### config.mk
export PLATFORM = sky130hd
export DESIGN_NAME = stct_front
export DESIGN_NICKNAME = d
export VERILOG_FILES = /design/src/rtl/core/stct_pkg.sv /design/src/rtl/core/stct_front.sv
export SDC_FILE = /design/constraint.sdc
export NUM_CORES = 1
export LEC_CHECK = 0
export BUFFER_PORTS_ARGS = -buffer_cell sky130_fd_sc_hd__buf_2
export CAP_MARGIN = 20
export CORE_ASPECT_RATIO = 2
export CORE_MARGIN = 3
export CORE_UTILIZATION = 52
export DETAILED_ROUTE_END_ITERATION = 10
export GPL_ROUTABILITY_DRIVEN = 0
export PLACE_DENSITY = 0.82
export SKIP_CTS_REPAIR_TIMING = 1
export SYNTH_ARGS = -nofsm -noshare
export SYNTH_HDL_FRONTEND = slang
export SYNTH_SLANG_ARGS = --single-unit
### constraint.sdc
create_clock -name clk -period 15.6 [get_ports clk]
set_input_delay 2.34 -clock clk [delete_from_list [all_inputs] [get_ports clk]]
set_output_delay 2.34 -clock clk [all_outputs]
set_load 0.01 [all_outputs]
### src/rtl/core/stct_pkg.sv
// Shared types and codes for the session traffic counter table.
// No dependencies; imported by the front end, the back end and the top level.
`default_nettype none

package stct_pkg;

  typedef enum logic [2:0] {
    OP_ATTACH,
    OP_DETACH,
    OP_UPLINK,
    OP_DOWNLINK,
    OP_SET_QOS,
    OP_QUERY,
    OP_CLEAR
  } op_t;

  localparam logic [1:0] ST_OK        = 2'd0;
  localparam logic [1:0] ST_NOT_FOUND = 2'd1;
  localparam logic [1:0] ST_ALREADY   = 2'd2;
  localparam logic [1:0] ST_FULL      = 2'd3;

  typedef struct packed {
    op_t         op;
    logic [31:0] session_id;
    logic [31:0] ue_id;
    logic [15:0] packet_bytes;
    logic [31:0] qos_kbps;
  } cmd_t;

  typedef struct packed {
    logic [6:0]  active_sessions;
    logic [63:0] total_downlink_bytes;
    logic [63:0] total_uplink_bytes;
    logic [31:0] qos_rate_kbps;
    logic [63:0] downlink_bytes;
    logic [63:0] uplink_bytes;
    logic [31:0] ue_of_session;
    logic [1:0]  status;
  } res_t;

endpackage

`default_nettype wire

### src/rtl/core/stct_front.sv
// Front end: accepts input transactions, decodes the kind into an operation
// and holds them in a short queue for the back end. Depends on stct_pkg.
`default_nettype none

module stct_front (
  input  logic           clk,
  input  logic           rst,
  input  logic           s_tvalid,
  output logic           s_tready,
  input  logic [111:0]   s_tdata,   // session_id, ue_id, packet_bytes, qos_kbps
  input  logic [2:0]     s_tuser,   // kind
  output logic           cmd_valid,
  output stct_pkg::cmd_t cmd,
  input  logic           cmd_pop
);
  import stct_pkg::*;

  localparam int QUEUE_DEPTH = 2;
  localparam int QAW = (QUEUE_DEPTH > 1) ? $clog2(QUEUE_DEPTH) : 1;

  localparam logic [2:0] KIND_ATTACH   = 3'd0;
  localparam logic [2:0] KIND_DETACH   = 3'd1;
  localparam logic [2:0] KIND_UPLINK   = 3'd2;
  localparam logic [2:0] KIND_DOWNLINK = 3'd3;
  localparam logic [2:0] KIND_SET_QOS  = 3'd4;
  localparam logic [2:0] KIND_QUERY    = 3'd5;
  localparam logic [2:0] KIND_CLEAR    = 3'd6;

  cmd_t           q [QUEUE_DEPTH];
  logic [QAW-1:0] wptr;
  logic [QAW-1:0] rptr;
  logic [QAW:0]   count;
  logic           push;
  cmd_t           in_cmd;
  op_t            in_op;

  always_comb begin
    case (s_tuser)
      KIND_ATTACH:   in_op = OP_ATTACH;
      KIND_DETACH:   in_op = OP_DETACH;
      KIND_UPLINK:   in_op = OP_UPLINK;
      KIND_DOWNLINK: in_op = OP_DOWNLINK;
      KIND_SET_QOS:  in_op = OP_SET_QOS;
      KIND_QUERY:    in_op = OP_QUERY;
      KIND_CLEAR:    in_op = OP_CLEAR;
      default:       in_op = OP_QUERY;  // unused code reads as a query
    endcase
  end

  assign in_cmd = '{op:           in_op,
                    session_id:   s_tdata[31:0],
                    ue_id:        s_tdata[63:32],
                    packet_bytes: s_tdata[79:64],
                    qos_kbps:     s_tdata[111:80]};

  assign s_tready  = count != (QAW + 1)'(QUEUE_DEPTH);
  assign push      = s_tvalid && s_tready;
  assign cmd_valid = count != '0;
  assign cmd       = q[rptr];

  always_ff @(posedge clk) begin
    if (rst) begin
      wptr  <= '0;
      rptr  <= '0;
      count <= '0;
    end else begin
      if (push) begin
        q[wptr] <= in_cmd;
        if (wptr == QAW'(QUEUE_DEPTH - 1)) begin
          wptr <= '0;
        end else begin
          wptr <= wptr + QAW'(1);
        end
      end
      if (cmd_pop) begin
        if (rptr == QAW'(QUEUE_DEPTH - 1)) begin
          rptr <= '0;
        end else begin
          rptr <= rptr + QAW'(1);
        end
      end
      if (push && !cmd_pop) begin
        count <= count + (QAW + 1)'(1);
      end else if (!push && cmd_pop) begin
        count <= count - (QAW + 1)'(1);
      end
    end
  end

endmodule

`default_nettype wire

# After elaboration in Yosys (flattened, before gate mapping)

Memories as Yosys holds them, arrays and structs flattened. A register that Yosys moved wholly into a read port is not among the register bits.
Index checks and enable logic that the tools add are counted.

Register bits after elaboration: 4
Bits in writable memories: 230
Bits of input ports: 119
Output and inout bits: 117
Memories: 1

Memory list:

| memory | depth | width | rd ports | clocked after memory_dff | write ports | line             | source |
|---|---|---|---|---|---|---|---|
| q      | 2     | 115   | 1        | 1                        | 1           | stct_front.sv:29 | `cmd_t q [QUEUE_DEPTH];` |

Add/sub/neg operators: 4
Equality and inequality tests: 6
Muxes and demuxes: 10
Reduce and logical (&&, ||, !) cells: 8

Operators with widths:

| operator              | count |
|---|---|
| $pmux W3 S6           | 1 |
| $mux W1               | 7 |
| $eq A3 B2 Y1 const B  | 2 |
| $eq A3 B3 Y1 const B  | 2 |
| $mux W2               | 2 |
| $reduce_bool A2 Y1    | 2 |
| $eq A3 B1 Y1 const B  | 1 |
| $logic_and A1 B1 Y1   | 3 |
| $logic_not A3 Y1      | 1 |
| $add A1 B1 Y1 const B | 2 |
| $add A2 B1 Y2 const B | 1 |
| $logic_not A1 Y1      | 2 |
| $ne A2 B2 Y1 const B  | 1 |
| $sub A2 B1 Y2 const B | 1 |

# Logic depth before layout (Yosys ltp)

Gate-level depths: netlist (run 1).

Depth in word-level cells: 6
Gate-level depth with buffers: 8

# Worst setup path before layout (run 1)

OpenSTA, ideal clock, no wires.

Path type: input-to-reg
Start: input port s_tvalid
End: memory q[1][0] (netlist name) (enable)
Data arrival time: 10735 ps
Path slack: 4110 ps
Stages: 2
Buffers on the path: 0
Cells stage by stage: nand2_1 > nor3b_1

Longest elaborated chain between the ends: 4

RTL lines:

| what                          | line             | source |
|---|---|---|
| from (decl)                   | stct_front.sv:8  | `input logic s_tvalid,` |
| $logic_and A1 B1 Y1           | stct_front.sv:57 | `assign push = s_tvalid && s_tready;` |
| $mux W1                       | stct_front.sv:67 | `if (push) begin` |
| $mux W1                       | stct_front.sv:62 | `if (rst) begin` |
| $mux W1 (implied by the code) | stct_front.sv:68 | `q[wptr] <= in_cmd;` |
| to (decl)                     | stct_front.sv:29 |  |

Every way passes these cells.

==> results of run 1 <==
how the worst max path moves through the flow:
| stage | start | to |
|---|---|---|
| after floorplan | s_tvalid | q[1][0]$_DFFE_PP_ |
| after global placement | flop | cmd[28] |
| after detailed placement | flop | cmd[28] |
| after CTS | flop | cmd[28] |
| after global routing | flop | cmd[14] |
| final | flop | cmd[32] |
flip-flops by register name, summed over array words and instances (netlist names), named ones only:
name,flops
q,230
count,2
rptr,1
wptr,1
layout by cell type (no fill, tap or decap):
cell,n
dfxtp_1,4
clkinvlp_4,1
mux2_4,50
edfxtp_1,230
o21ai_0,2
nand2_1,1
xnor2_1,1
clkinv_1,2
a21oi_1,2
buf_2,235
clkinv_2,6
or3_1,2
diode_2,3
clkbuf_1,2
nor2_1,3
nor2b_1,1
inv_1,4
mux2_2,65
nor3_2,1
ha_1,1
clkbuf_16,19
dfxtp_4,1
xor2_1,2
nor3b_2,1
or2_2,1
buf_4,5
a21boi_0,1
bufinv_16,2
worst max-delay path, cell delays in order (launching register included):
cell	delay (ps)
dfxtp_4	790
buf_4	920
mux2_2	430
buf_2	150
final cells by class:
cell class | count | share of cell area
multi-input combinational | 134 | 0.151
clock buffer | 21 | 0.0451
inverter | 4 | 0.00140
clock inverter | 11 | 0.00982
timing repair buffer | 240 | 0.113
antenna | 3 | 0.000702
tap | 204 | 0.0239
sequential | 235 | 0.655
logic make-up after synthesis:
group,count (synthesis),synth area share
xor+xnor,3,0.00301
fa+ha+maj,1,0.00143
compound gates,5,0.00315
simple gates,10,0.00601
buf+inv,19,0.0150
mux,115,0.170
flops,235,0.802
power by group through the flow:
stage                     sequential [W]  clock [W]  combinational (W)
after floorplan                 0.000766          0           0.000102
after global placement          0.000762          0           0.000156
after detailed placement        0.000765          0           0.000161
after CTS                       0.000751   0.000466           0.000162
after global routing            0.000754   0.000491           0.000171
final                           0.000751   0.000452           0.000158
per-stage QoR:
step,area (um^2),utilization,hold slack [ps]
final,10700,0.655,508
after global placement,10100,0.618,473
after global routing,10700,0.655,524
after CTS,10700,0.654,502
after floorplan,8740,-,456
after detailed placement,10100,0.618,492
routing by layer:
layer | up-vias | global-route usage
li1 | 2023 | -
met1 | 2131 | 0.171
met2 | 192 | 0.324
met3 | 63 | 0.0465
met4 | 4 | 0.102
met5 | - | 0
==> flow_summary.toml, run 1 <==
[min_path]
min_to = "count[1]$_SDFFE_PP0P_"
holdPathStages = 2
min-delay-start = "count[1]$_SDFFE_PP0P_"
min_path_type = "reg2reg"

[run]
drv_cap = 0

[timing]
post-route-min-period_ps = 5190
setup-tns-final_ps = 0
final.setup_skew_ps = 8.97
max_freq_mhz = 193
rsz0062_at_grt = "no"
worst_slew_pin_slew_ps = 1080
hold_viol = 0
finalSetupViolCount = 0
fin_crit_sh = 0.333
slew_violations = 0
layout_setup_ws_ps = 10410
max_slew_margin = 0.280

[setup_path]
r2r_cells = 5
rr_endpoint = "q[1][11]$_DFFE_PP_"
cp-end-kind = "output port"
crit_path_start_kind = "flop"
crit_required_ps = 13260
cp_max_fo = 74
r2r_start = "count[0]$_SDFFE_PP0P_"
crit_type = "reg2out"
rrSetupSlack_ps = 13530
worst-endpoint-arrival_ps = 2850

[grt]
antenna_found_initial = 5
grt_pass1_wl_um = 25200
track_usage = 0.175
grt_pass1_vias = 4896
gr-total-overflow = 0
grt_max_degree = 75

[pwr]
power_w = 0.00136
peakVddDrop_mv = 0.125
p_clk_frac = 0.332
p_comb_frac = 0.116
intPower_w = 0.00107
powerDensity_nw_per_um2 = 127
switching_power_w = 0.000291
seq_power_share = 0.552
switching_share = 0.214
cellLeakagePower_nw = 4.08

[clocking]
cts-root-buf = "clkbuf_16"
clk_pin_slew_worst_paths_ps = 70
clk_latency_ps = 470
numCtsBuffers = 19
clock_sinks = 235
htree_num_levels = 1
cts_tree = "built"
clock_path_buffers = 3

[drt]
vias_per_cell = 5.18
drtIter0Drc = 156
firstDrtPassIters = 4
ant_nets = 0
dr_wl_met3_um = 1110
vias = 4413
drt_drc_violations_left = 0
met2WireLength_um = 9280
route.top_layer_used = "met5"
totalWireLength_um = 16700
wl_met1_um = 5250
avgRoutedWirePerCell_um = 19.5

[floorplanning]
dieArea_um2 = 18500
core_um2 = 16400
start_util = 0.535
die_w_um = 97.7
fp.dieH_um = 189
io_pins = 236
rows = 66

[cells_and_area]
regArea_um2 = 7010
drive_above_1_share = 0.600
layout.cells.non_filler = 852
syn2layout_area_growth_pct = 22.4
multiInputGateArea_um2 = 1610
nFillCells = 1128
fin_nets = 754

[placed_design]
portBuffers = 235
pre_cts_ws_ps = 10870
dp.cells = 817
detailed_place_hpwl_um = 11900

[synthesis]
synth_area_leaders = "edfxtp_1 79%, mux2_4 8.6%, mux2_2 8.4%"
yosys.area.top_type = "edfxtp_1"
async_flop_share = 0
synth_ff_type = "edfxtp_1"
synth-warning-count = 0
synth_top_area_frac = 0.790
synth_area_um2 = 8740
synth-seq-cells = 235
synth_commonest_cells = "230 x edfxtp_1, 65 x mux2_2, 50 x mux2_4"
synth.avg_cell_area_um2 = 22.5
synthesis.nets = 508
synth_edf_count = 230
synth.most_common_cell = "edfxtp_1"
synth.distinct_cells = 21
netlist_instances = 388
seq_area_frac_synth = 0.802

[run_status]
status = "finished, final reports clean"
(Power assumes the default switching activity.)
==> run 2, diff against run 1 <==
--- a/config.mk
+++ b/config.mk
@@ -5,6 +5,7 @@
 export SDC_FILE = /design/constraint.sdc
 export NUM_CORES = 1
 export LEC_CHECK = 0
+export ABC_AREA = 1
 export BUFFER_PORTS_ARGS = -buffer_cell sky130_fd_sc_hd__buf_2
 export CAP_MARGIN = 20
 export CORE_ASPECT_RATIO = 2
==> constraint.sdc (replaced) <==
create_clock -name clk -period 5.15 [get_ports clk]
set_input_delay 0.7725 -clock clk [delete_from_list [all_inputs] [get_ports clk]]
set_output_delay 0.7725 -clock clk [all_outputs]
set_load 0.01 [all_outputs]
==> flow_summary.toml, run 2 <==
[run_status]
status = "finished, final reports clean"

[synthesis]
synth_area_um2 = 8750
synth.distinct_cells = 18
synth_top_family_by_area = "multiplexers"
synth_commonest_cells = "230 x edfxtp_1, 65 x mux2_2, 50 x mux2_4"
netlist_instances = 396
synthesis.nets = 516
synth_edf_count = 230
synth_xor_area_frac = 0.00100
synthAdderAreaFrac = 0.00143
synth_top_area_frac = 0.789
synth-seq-cells = 235
synthMuxAreaShare = 0.169
async_flop_share = 0
yosys.area.top_type = "edfxtp_1"
synth-warning-count = 0
synth_area_leaders = "edfxtp_1 79%, mux2_4 8.6%, mux2_2 8.4%"
synth.most_common_cell = "edfxtp_1"
synth_compound_area_frac = 0.00257
synth.avg_cell_area_um2 = 22.1
synth-simple-area-share = 0.00744
seq_area_frac_synth = 0.801
synth_ff_type = "edfxtp_1"

[grt]
grt_pass1_wl_um = 25800
antenna_found_initial = 5
grt_max_degree = 116
track_usage = 0.177
grt_pass1_vias = 4940
gr-total-overflow = 0

[timing]
final.setup_skew_ps = 6.65
worst_slew_pin_slew_ps = 888
fin_crit_sh = 0.626
post-route-min-period_ps = 3220
setup-tns-final_ps = 0
max_freq_mhz = 310
hold_viol = 0
worst_hold_slack_ps = 474
max_slew_margin = 0.408
rsz0062_at_grt = "no"
slew_violations = 0
finalSetupViolCount = 0

[cells_and_area]
layout_common_cells = "235 x buf_2, 230 x edfxtp_1, 65 x mux2_2"
nFillCells = 1145
largest_reg_flops = 230
largestRegisters = "q: 230 flops, count: 2 flops"
fin_nets = 762
mostFrequentLayoutCell = "buf_2"
regArea_um2 = 7010
drive_above_1_share = 0.582
multiInputGateArea_um2 = 1610
largest-register = "q"
layout.cells.non_filler = 864
syn2layout_area_growth_pct = 22.7

[floorplanning]
rows = 66
core_um2 = 16400
start_util = 0.535
die_w_um = 97.7
fp.dieH_um = 189
io_pins = 236
dieArea_um2 = 18500

[clocking]
numCtsBuffers = 20
clock_path_buffers = 3
cts_tree = "built"
cts-root-buf = "clkbuf_16"
clk_pin_slew_worst_paths_ps = 70
htree_num_levels = 1
clk_latency_ps = 480
clock_sinks = 235

[placed_design]
detailed_place_hpwl_um = 11400
portBuffers = 235
dp.cells = 824

[setup_path]
cp-end-kind = "output port"
path_cells = "buf_12, mux2_2, buf_2"
crit_type = "reg2out"
r2r_cells = 7
critPathSlowestCell = "dfxtp_4"
rr_endpoint = "q[0][21]$_DFFE_PP_"
rrSetupSlack_ps = 3220
max_stage_delay_ps = 900
r2r_start = "count[0]$_SDFFE_PP0P_"
critPathTopFamily = "flip-flops"
worst-endpoint-arrival_ps = 2450
cp_num_buf_inv = 2
cp_max_fo = 58
crit_required_ps = 4380
crit_path_start_kind = "flop"

[drt]
vias = 4457
avgRoutedWirePerCell_um = 19.4
drtIter0Drc = 122
totalWireLength_um = 16700
ant_nets = 0
vias_per_cell = 5.16
firstDrtPassIters = 6
drt_drc_violations_left = 0

[min_path]
min-delay-start = "s_tdata[84]"
min_path_type = "in2reg"
holdPathStages = 1
min_to = "q[1][4]$_DFFE_PP_"

[run]
drv_cap = 0

[pwr]
powerDensity_nw_per_um2 = 377
peakVddDrop_mv = 0.376
cellLeakagePower_nw = 4.10
## run 2: cell types whose count changed in the layout (fill, tap and decap cells not counted), sizes merged, moves of 2 or more
cell	delta
inv	+5
xor2	-2
or3	-2
nand2	+8
clkbuf	+6
bufinv	-2
## run 2: report_power, final
part	internal, W	switching [W]	total, W
Sequential	0.00221	0.0000430	0.00225
Clock	0.000747	0.000611	0.00136
Combinational	0.000220	0.000219	0.000440
Total	0.00317	0.000873	0.00405
## run 2: cell type report
cell class / instances / share of cell area
timing repair buffer: 239 / 0.115
multi-input combinational: 137 / 0.150
clock buffer: 27 / 0.0510
antenna: 4 / 0.000932
tap: 204 / 0.0238
sequential: 235 / 0.653
inverter: 9 / 0.00315
clock inverter: 9 / 0.00361
## run 2: how the worst max path moves through the flow
stage / start / slack (ps) / endpoint / depth (start not counted)
after CTS: flop / 1910 / cmd[4] / 3
after detailed placement: flop / 2440 / cmd[4] / 3
after global routing: flop / 1790 / cmd[4] / 3
after global placement: flop / 2500 / cmd[39] / 3
final: flop / 1930 / cmd[4] / 3
after floorplan: s_tvalid / 700 / q[0][0]$_DFFE_PP_ / 4
## run 2: per-layer routing
layer  part of all wire  vias to the layer above  wire, um  GRT usage
li1                   -                     2041         -          -
met1               0.33                     2173      5600      0.182
met2               0.55                      185      9260      0.330
met3              0.066                       56      1100     0.0420
met4              0.045                        2       751     0.0848
met5             0.0012                        -        20          0
## run 2: per-stage QoR
stage | area (um^2) | power [W] | utilization | setup slack, ps
floorplan | 8760 | 0.00255 | - | 700
global route | 10700 | 0.00420 | 0.657 | 1790
global placement | 10100 | 0.00271 | 0.620 | 2500
CTS | 10700 | 0.00409 | 0.656 | 1910
detailed placement | 10100 | 0.00274 | 0.620 | 2440
finish | 10700 | 0.00405 | 0.657 | 1930
## run 2: cells by family after synthesis
family,count (synthesis)
adders and majority gates,1
AOI/OAI and AO/OA,4
buffers and inverters,24
xor gates and xnor gates,1
muxes,115
and+or+nand+nor,16
DFF,235
